--- config.mk ---
export PLATFORM = sky130hd
export DESIGN_NAME = soh_eot_frame_receiver
export DESIGN_NICKNAME = d
export VERILOG_FILES = /design/src/hdl/sefr_pkg.sv /design/src/hdl/soh_eot_frame_receiver.sv /design/src/hdl/sefr_ram.sv /design/src/hdl/sefr_datapath.sv /design/src/hdl/sefr_ctrl.sv
export SDC_FILE = /design/constraint.sdc
export NUM_CORES = 1
export LEC_CHECK = 0
export BUFFER_PORTS_ARGS = -buffer_cell sky130_fd_sc_hd__buf_4
export CORE_ASPECT_RATIO = 2
export CORE_UTILIZATION = 55
export CTS_CLUSTER_DIAMETER = 100
export DETAILED_ROUTE_END_ITERATION = 16
export PLACE_DENSITY = 0.72
export SYNTH_ARGS = -nofsm -noshare
export SYNTH_HDL_FRONTEND = slang
export SYNTH_SLANG_ARGS = --single-unit
--- constraint.sdc ---
create_clock -name i_clk -period 2.8 [get_ports i_clk]
set_input_delay 0.56 -clock i_clk [delete_from_list [all_inputs] [get_ports i_clk]]
set_output_delay 0.56 -clock i_clk [all_outputs]
set_load 0.03 [all_outputs]
--- src/hdl/sefr_pkg.sv ---
`timescale 1ns / 1ps
// ----------------------------------------------------------------------------
// sefr_pkg
// Shared types and constants for the start/end delimited frame receiver.
// ----------------------------------------------------------------------------
package sefr_pkg;

    localparam int PAYLOAD_DEPTH = 32;
    localparam int PTR_W         = (PAYLOAD_DEPTH > 1) ? $clog2(PAYLOAD_DEPTH) : 1;
    localparam int CNT_W         = $clog2(PAYLOAD_DEPTH + 1);
    localparam int BYTE_W        = 8;
    localparam int IDX_W         = 5;
    localparam int CFG_IDX_W     = 1;

    localparam logic [CFG_IDX_W-1:0] CFG_START_BYTE = 1'd0;
    localparam logic [CFG_IDX_W-1:0] CFG_END_BYTE   = 1'd1;

    localparam logic [BYTE_W-1:0] START_BYTE_RESET = 8'd1;
    localparam logic [BYTE_W-1:0] END_BYTE_RESET   = 8'd4;

    typedef enum logic [2:0] {
        ST_IDLE,
        ST_CMD,
        ST_LEN,
        ST_PAY,
        ST_READ,
        ST_LOAD
    } t_state;

    // Commands from the controller to the datapath.
    typedef struct packed {
        logic load_cmd;
        logic load_len;
        logic wr_payload;
        logic set_ovf;
        logic rst_k;
        logic rd_issue;
        logic inc_k;
        logic load_out;
        logic clear_frame;
    } t_dp_cmd;

    // Status from the datapath to the controller.
    typedef struct packed {
        logic is_start;
        logic is_end;
        logic is_zero;
        logic count_full;
        logic last_k;
        logic out_free;
    } t_dp_stat;

endpackage

--- src/hdl/soh_eot_frame_receiver.sv ---
`timescale 1ns / 1ps
// Header and payload bytes are taken as they arrive. The end byte starts a buffer walk
// whose first result is read in ST_READ and registered in ST_LOAD once the result
// register has room. Throughput: outside the walk one byte per cycle; the walk reads
// the RAM, then loads the result register, for each result, and stalls input
// throughout, an empty frame giving one result. Reset: synchronous, active low;
// delimiters return to 0x01/0x04, frame state clears; the payload buffer is left as is.
// ----------------------------------------------------------------------------
// soh_eot_frame_receiver
// Receives start/command/length/payload/end frames and gives out the payload
// as a run of results tagged with the frame header (one empty result for an empty frame).
// ----------------------------------------------------------------------------
module soh_eot_frame_receiver
    import sefr_pkg::*;
(
    input  logic                 i_clk,
    input  logic                 i_rst_n,
    input  logic                 i_cfg_we,
    input  logic [CFG_IDX_W-1:0] i_cfg_idx,
    input  logic [BYTE_W-1:0]    i_cfg_data,
    input  logic                 i_valid,
    output logic                 o_stall,
    input  logic [BYTE_W-1:0]    i_rx_byte,
    output logic                 o_valid,
    input  logic                 i_stall,
    output logic [BYTE_W-1:0]    o_frame_command,
    output logic [BYTE_W-1:0]    o_frame_length,
    output logic [BYTE_W-1:0]    o_payload_byte,
    output logic [IDX_W-1:0]     o_payload_index,
    output logic                 o_last_of_frame,
    output logic                 o_frame_empty,
    output logic                 o_frame_overflow
);

    t_dp_cmd  dp_cmd;
    t_dp_stat dp_stat;

    sefr_ctrl u_ctrl (
        .i_clk      (i_clk),
        .i_rst_n    (i_rst_n),
        .i_in_valid (i_valid),
        .o_in_stall (o_stall),
        .i_stat     (dp_stat),
        .o_cmd      (dp_cmd)
    );

    sefr_datapath u_datapath (
        .i_clk            (i_clk),
        .i_rst_n          (i_rst_n),
        .i_cfg_we         (i_cfg_we),
        .i_cfg_idx        (i_cfg_idx),
        .i_cfg_data       (i_cfg_data),
        .i_rx_byte        (i_rx_byte),
        .i_cmd            (dp_cmd),
        .o_stat           (dp_stat),
        .i_out_stall      (i_stall),
        .o_out_valid      (o_valid),
        .o_frame_command  (o_frame_command),
        .o_frame_length   (o_frame_length),
        .o_payload_byte   (o_payload_byte),
        .o_payload_index  (o_payload_index),
        .o_last_of_frame  (o_last_of_frame),
        .o_frame_empty    (o_frame_empty),
        .o_frame_overflow (o_frame_overflow)
    );

endmodule

--- src/hdl/sefr_ram.sv ---
`timescale 1ns / 1ps
// ----------------------------------------------------------------------------
// sefr_ram
// Generic single-port-write, single-port-read RAM with registered read data.
// ----------------------------------------------------------------------------
module sefr_ram #(
    parameter int WIDTH = 8,
    parameter int DEPTH = 32,
    parameter int AW    = (DEPTH > 1) ? $clog2(DEPTH) : 1
) (
    input  logic             i_clk,
    input  logic             i_we,
    input  logic [AW-1:0]    i_waddr,
    input  logic [WIDTH-1:0] i_wdata,
    input  logic             i_re,
    input  logic [AW-1:0]    i_raddr,
    output logic [WIDTH-1:0] o_rdata
);

    logic [WIDTH-1:0] r_mem [DEPTH];
    logic [WIDTH-1:0] r_rdata;

    always_ff @(posedge i_clk) begin
        if (i_we) begin
            r_mem[i_waddr] <= i_wdata;
        end
        if (i_re) begin
            r_rdata <= r_mem[i_raddr];
        end
    end

    assign o_rdata = r_rdata;

endmodule

--- src/hdl/sefr_datapath.sv ---
`timescale 1ns / 1ps
// ----------------------------------------------------------------------------
// sefr_datapath
// Delimiter registers, frame header hold, payload buffer and result register.
// ----------------------------------------------------------------------------
module sefr_datapath
    import sefr_pkg::*;
(
    input  logic                 i_clk,
    input  logic                 i_rst_n,
    input  logic                 i_cfg_we,
    input  logic [CFG_IDX_W-1:0] i_cfg_idx,
    input  logic [BYTE_W-1:0]    i_cfg_data,
    input  logic [BYTE_W-1:0]    i_rx_byte,
    input  t_dp_cmd              i_cmd,
    output t_dp_stat             o_stat,
    input  logic                 i_out_stall,
    output logic                 o_out_valid,
    output logic [BYTE_W-1:0]    o_frame_command,
    output logic [BYTE_W-1:0]    o_frame_length,
    output logic [BYTE_W-1:0]    o_payload_byte,
    output logic [IDX_W-1:0]     o_payload_index,
    output logic                 o_last_of_frame,
    output logic                 o_frame_empty,
    output logic                 o_frame_overflow
);

    logic [BYTE_W-1:0] r_start_byte;
    logic [BYTE_W-1:0] r_end_byte;
    logic [BYTE_W-1:0] r_cmd;
    logic [BYTE_W-1:0] r_len;
    logic [CNT_W-1:0]  r_count;
    logic              r_ovf;
    logic [PTR_W-1:0]  r_k;

    logic              r_out_valid;
    logic [BYTE_W-1:0] r_out_cmd;
    logic [BYTE_W-1:0] r_out_len;
    logic [BYTE_W-1:0] r_out_byte;
    logic [IDX_W-1:0]  r_out_idx;
    logic              r_out_last;
    logic              r_out_empty;
    logic              r_out_ovf;

    logic [BYTE_W-1:0] ram_rdata;
    logic              count_zero;

    sefr_ram #(
        .WIDTH (BYTE_W),
        .DEPTH (PAYLOAD_DEPTH)
    ) u_ram (
        .i_clk   (i_clk),
        .i_we    (i_cmd.wr_payload),
        .i_waddr (r_count[PTR_W-1:0]),
        .i_wdata (i_rx_byte),
        .i_re    (i_cmd.rd_issue),
        .i_raddr (r_k),
        .o_rdata (ram_rdata)
    );

    assign count_zero        = (r_count == '0);
    assign o_stat.is_start   = (i_rx_byte == r_start_byte);
    assign o_stat.is_end     = (i_rx_byte == r_end_byte);
    assign o_stat.is_zero    = (i_rx_byte == '0);
    assign o_stat.count_full = (r_count == CNT_W'(PAYLOAD_DEPTH));
    // An empty frame gives its single result as the last one.
    assign o_stat.last_k     = count_zero || ((CNT_W'(r_k) + 1'b1) == r_count);
    assign o_stat.out_free   = !r_out_valid || !i_out_stall;

    always_ff @(posedge i_clk) begin
        if (!i_rst_n) begin
            r_start_byte <= START_BYTE_RESET;
            r_end_byte   <= END_BYTE_RESET;
            r_cmd        <= '0;
            r_len        <= '0;
            r_count      <= '0;
            r_ovf        <= 1'b0;
            r_k          <= '0;
            r_out_valid  <= 1'b0;
        end else begin
            if (i_cfg_we) begin
                unique case (i_cfg_idx)
                    CFG_START_BYTE: r_start_byte <= i_cfg_data;
                    CFG_END_BYTE:   r_end_byte   <= i_cfg_data;
                    default:        ;
                endcase
            end
            if (i_cmd.load_cmd) begin
                r_cmd <= i_rx_byte;
            end
            if (i_cmd.load_len) begin
                r_len <= i_rx_byte;
            end
            if (i_cmd.wr_payload) begin
                r_count <= r_count + 1'b1;
            end
            if (i_cmd.set_ovf) begin
                r_ovf <= 1'b1;
            end
            if (i_cmd.rst_k) begin
                r_k <= '0;
            end else if (i_cmd.inc_k) begin
                r_k <= r_k + 1'b1;
            end
            if (i_cmd.clear_frame) begin
                r_cmd   <= '0;
                r_len   <= '0;
                r_count <= '0;
                r_ovf   <= 1'b0;
            end
            if (i_cmd.load_out) begin
                r_out_valid <= 1'b1;
            end else if (!i_out_stall) begin
                r_out_valid <= 1'b0;
            end
        end
    end

    always_ff @(posedge i_clk) begin
        if (i_cmd.load_out) begin
            r_out_cmd   <= r_cmd;
            r_out_len   <= r_len;
            r_out_byte  <= count_zero ? '0 : ram_rdata;
            r_out_idx   <= count_zero ? '0 : IDX_W'(r_k);
            r_out_last  <= o_stat.last_k;
            r_out_empty <= count_zero;
            r_out_ovf   <= r_ovf;
        end
    end

    assign o_out_valid      = r_out_valid;
    assign o_frame_command  = r_out_cmd;
    assign o_frame_length   = r_out_len;
    assign o_payload_byte   = r_out_byte;
    assign o_payload_index  = r_out_idx;
    assign o_last_of_frame  = r_out_last;
    assign o_frame_empty    = r_out_empty;
    assign o_frame_overflow = r_out_ovf;

endmodule

--- src/hdl/sefr_ctrl.sv ---
`timescale 1ns / 1ps
// ----------------------------------------------------------------------------
// sefr_ctrl
// Frame phase sequencer and end-of-frame buffer walk.
// ----------------------------------------------------------------------------
module sefr_ctrl
    import sefr_pkg::*;
(
    input  logic     i_clk,
    input  logic     i_rst_n,
    input  logic     i_in_valid,
    output logic     o_in_stall,
    input  t_dp_stat i_stat,
    output t_dp_cmd  o_cmd
);

    t_state r_state;
    t_state n_state;
    logic   in_xfer;

    always_ff @(posedge i_clk) begin
        if (!i_rst_n) begin
            r_state <= ST_IDLE;
        end else begin
            r_state <= n_state;
        end
    end

    assign o_in_stall = (r_state == ST_READ) || (r_state == ST_LOAD);
    assign in_xfer    = i_in_valid && !o_in_stall;

    always_comb begin
        n_state = r_state;
        o_cmd   = '0;
        unique case (r_state)
            ST_IDLE: begin
                if (in_xfer && i_stat.is_start) begin
                    n_state = ST_CMD;
                end
            end
            ST_CMD: begin
                if (in_xfer && !i_stat.is_start) begin
                    o_cmd.load_cmd = 1'b1;
                    if (!i_stat.is_zero) begin
                        n_state = ST_LEN;
                    end
                end
            end
            ST_LEN: begin
                if (in_xfer && !i_stat.is_start) begin
                    o_cmd.load_len = 1'b1;
                    if (!i_stat.is_zero) begin
                        n_state = ST_PAY;
                    end
                end
            end
            ST_PAY: begin
                // The start test comes first, so a start byte never ends a frame.
                if (in_xfer && !i_stat.is_start) begin
                    if (i_stat.is_end) begin
                        o_cmd.rst_k = 1'b1;
                        n_state     = ST_READ;
                    end else if (i_stat.count_full) begin
                        o_cmd.set_ovf = 1'b1;
                    end else begin
                        o_cmd.wr_payload = 1'b1;
                    end
                end
            end
            ST_READ: begin
                o_cmd.rd_issue = 1'b1;
                n_state        = ST_LOAD;
            end
            ST_LOAD: begin
                // Read data holds until the result register has room for it.
                if (i_stat.out_free) begin
                    o_cmd.load_out = 1'b1;
                    if (i_stat.last_k) begin
                        o_cmd.clear_frame = 1'b1;
                        n_state           = ST_IDLE;
                    end else begin
                        o_cmd.inc_k = 1'b1;
                        n_state     = ST_READ;
                    end
                end
            end
            default: begin
                n_state = ST_IDLE;
            end
        endcase
    end

endmodule
==> results_dict.tcl <==
set metrics [dict create \
    irDropWorstVdd_mv 0.561 \
    synth_async_sr_flop_share_pct 0 \
    number_of_violations_reported_at_the_end_of_detailed_routing_iteration_0 632 \
    detail_route.vias_per_cell 6.09 \
    synth.lib_cells_used.distinct 49 \
    drive_above_1_share_pct 30.1 \
    cts-htree-levels 1 \
    vias_in_the_first_global_route 7410 \
    chipHeight_um 224 \
    post-dp-hpwl_mm 20.0 \
    reg2reg_from "u_datapath.r_count[0]$_SDFFE_PP0P_" \
    cp_data_required_time_ps 3060 \
    finClkSkew_ps 11.3 \
    regToRegEndpoint "u_datapath.u_ram.r_mem[15][5]$_DFFE_PP_" \
    setup.worst_path.start_class "flop" \
    clkLatencyLatePin_ps 560 \
    worstRegToRegCells 7 \
    route.detailed.wl_per_inst_um 25.6 \
    syn-cell-area_um2 13600 \
    detailroute.via_count 7035 \
    antenna_cells 0 \
    die_area_um2 25300 \
    endpoint "u_datapath.u_ram.r_mem[15][5]$_DFFE_PP_" \
    worst_setup_path_startpoint "u_datapath.r_count[0]$_SDFFE_PP0P_" \
    syn_to_final_growth_pct 15.2 \
    synthesis.yosys.warnings 0 \
    floorplan.initialDensity_pct 55.7 \
    hold_viol 0 \
    timing.final.setup_violations 0 \
    worst-slew-pin-transition_ps 974 \
    synth.yosys.seq_area_share_pct 72.6 \
    cts.root.buffer_cell "clkbuf_16" \
    flip_flop_and_latch_count_after_synthesis 344 \
    pwr_density_cell_nw_per_um2 671 \
    portBuffers 55 \
    worst-setup-path-type "flop to flop" \
    worst-endpoint-arrival_ps 3010 \
    syn-num-nets 764 \
    fill_cells 1648 \
    first_pass_grt_wire_length_mm 44.4 \
    grt_antenna_before_repair 0 \
    clk_transition_reported_paths_ps 70 \
    synth_enable_flop_cells 296 \
    utilization_pct 64.2 \
    ant_nets 0 \
    dominant_synthesized_flop_cell "edfxtp_1" \
    run_status "finished clean" \
    floorplan.io_pins 56 \
    design.core.area_um2 24300 \
    route.detailed.drc 0 \
    num-nets-final 871 \
    period_share_pct 98.0 \
    timing.final.crit_period_ps 2740 \
    post-layout-total-power_mw 10.5 \
    maxSlewHeadroom_pct 34.8 \
    post_synth_inst_count 737 \
    layout.cell_area.non_filler_um2 15600 \
    power_leakage_nw 5.18 \
    die-width_um 113 \
    hold_wc_path_type "input port to flop" \
    gpl.final_weighted_congestion 0.851 \
    max_cap_violations 0 \
    critPathMaxFanout 9 \
    placement_cell_area_um2 14600 \
    grt_start_max_net_pins 50 \
    grt_use_total_pct 24.3 \
    clock_sinks 344 \
    rsz0062_at_grt "yes" \
    syn_avg_cell_area_um2 18.4 \
    maximum_clock_rate_ghz 0.365 \
    finalSetupTns_ps 0 \
    worst_setup_path_end_kind "flop" \
    wirelength_mm 29.5 \
    numCtsBuffers 28 \
    drv_slew 0 \
    rrSetupSlack_ps 60 \
    grt.overflow.total 0 \
    cts_tree "built" \
    floorplan.rows 81 \
    drt_pre_antenna_iters 5 \
    ctsLongestPathBuffers 3 \
    smallest_hold_slack_ps 234 \
]
-- through the flow --
step                cells  setup WS (ps)
floorplan             737           79.4
global placement     1104          -22.8
detailed placement   1104          -53.8
CTS                  1156           74.6
global route         1156          -41.6
finish               1156           56.9
-- flip-flops by register name, summed over array words and instances, names as in the netlist --
name and flops:
u_datapath.r_start_byte 8, u_datapath.r_ovf 1, u_datapath.o_payload_byte 8, u_datapath.r_cmd 8
u_datapath.o_frame_overflow 1, u_datapath.o_frame_length 8, u_ctrl.r_state 3, u_datapath.o_frame_empty 1
u_datapath.r_k 5, u_datapath.u_ram.r_mem 256, u_datapath.r_len 8, u_datapath.r_count 6
u_datapath.u_ram.o_rdata 8, u_datapath.r_end_byte 8, u_datapath.o_last_of_frame 1, u_datapath.o_payload_index 5
u_datapath.o_frame_command 8, u_datapath.o_out_valid 1
-- Yosys cell counts, types with 5 or more instances --
cell	n	area, um2
edfxtp_1	296	8890
mux4_2	80	1800
nor2_1	58	218
dfxtp_1	48	961
nand2_1	38	143
xnor2_1	21	184
clkbuf_1	19	71.3
mux2i_1	18	180
nand3_1	16	80.1
nor2b_1	16	100
a21boi_0	15	113
xor2_1	13	114
buf_2	12	60.1
inv_1	8	30.0
mux2_2	8	90.1
nor3_1	7	35.0
a21oi_1	6	30.0
nor4_1	6	37.5
ha_1	5	62.6
-- cells by family after synthesis --
kind of cell | Yosys count | share of synthesized area (%)
adder cells (fa/ha/maj) | 5 | 0.461
XOR/XNOR | 34 | 2.20
buffers and inverters | 46 | 1.61
AND/OR/NAND/NOR | 166 | 5.94
AO/OA/AOI/OAI | 36 | 1.87
flip-flops | 344 | 72.6
multiplexers | 106 | 15.3
-- repair_timing --
action                                  4_1_cts  5_1_grt
buffers inserted                              0        0
endpoints found under the setup margin        0       47
hold buffers                                  0        0
gates resized for setup                       0        1
-- worst min-delay path by stage --
stage	startpoint	slack, ps	endpoint	cells past startpoint
floorplan	u_datapath.r_cmd[0]$_SDFFE_PP0P_	410	u_datapath.o_frame_command[0]$_DFFE_PP_	0
global placement	u_datapath.r_len[6]$_SDFFE_PP0P_	410	u_datapath.o_frame_length[6]$_DFFE_PP_	0
detailed placement	u_datapath.r_cmd[2]$_SDFFE_PP0P_	420	u_datapath.o_frame_command[2]$_DFFE_PP_	0
CTS	i_cfg_data[0]	220	u_datapath.r_start_byte[0]$_SDFFE_PN1P_	3
global route	i_cfg_data[0]	230	u_datapath.r_start_byte[0]$_SDFFE_PN1P_	3
finish	i_cfg_data[0]	230	u_datapath.r_start_byte[0]$_SDFFE_PN1P_	3
-- metal layers --
layer	track usage, %	up-vias	routed length [um]
met5	0	-	0
li1	-	3095	-
met4	13.0	0	1460
met3	2.19	63	1230
met2	45.4	205	16900
met1	27.1	3672	9960
-- power breakdown --
part           leakage (nW)  internal (mW)  switching, mW
Clock                 0.482           2.35           1.79
Sequential             3.07           5.67         0.0587
Combinational          1.63          0.215          0.402
-- cell type report --
class	instances	area, um2	share of cell area (%)
multi-input combinational	347	3490	22.4
sequential	344	9850	63.1
clock buffer	34	774	4.96
clock inverter	18	210	1.35
tap	290	363	2.32
inverter	9	33.8	0.216
timing repair buffer	114	893	5.72
-- cell usage in the layout, fill, tap and decap left out, drive strengths merged, types with 8 or more instances in the layout --
master,count
edfxtp,296
buf,114
mux4,80
nor2,58
dfxtp,48
nand2,38
clkbuf,34
xnor2,21
mux2i,18
nand3,17
nor2b,16
a21boi,16
xor2,13
inv,10
clkinv,10
mux2,8
nor3,8
-- critical path, cell delays in order (launching register included) --
cell and delay (ps):
dfxtp_1 470, inv_1 110, ha_1 250, nor2b_1 160, and3_1 220, or4_1 750
nor3_1 280, buf_4 200
Note: power is estimated with default switching activity, not from simulation.
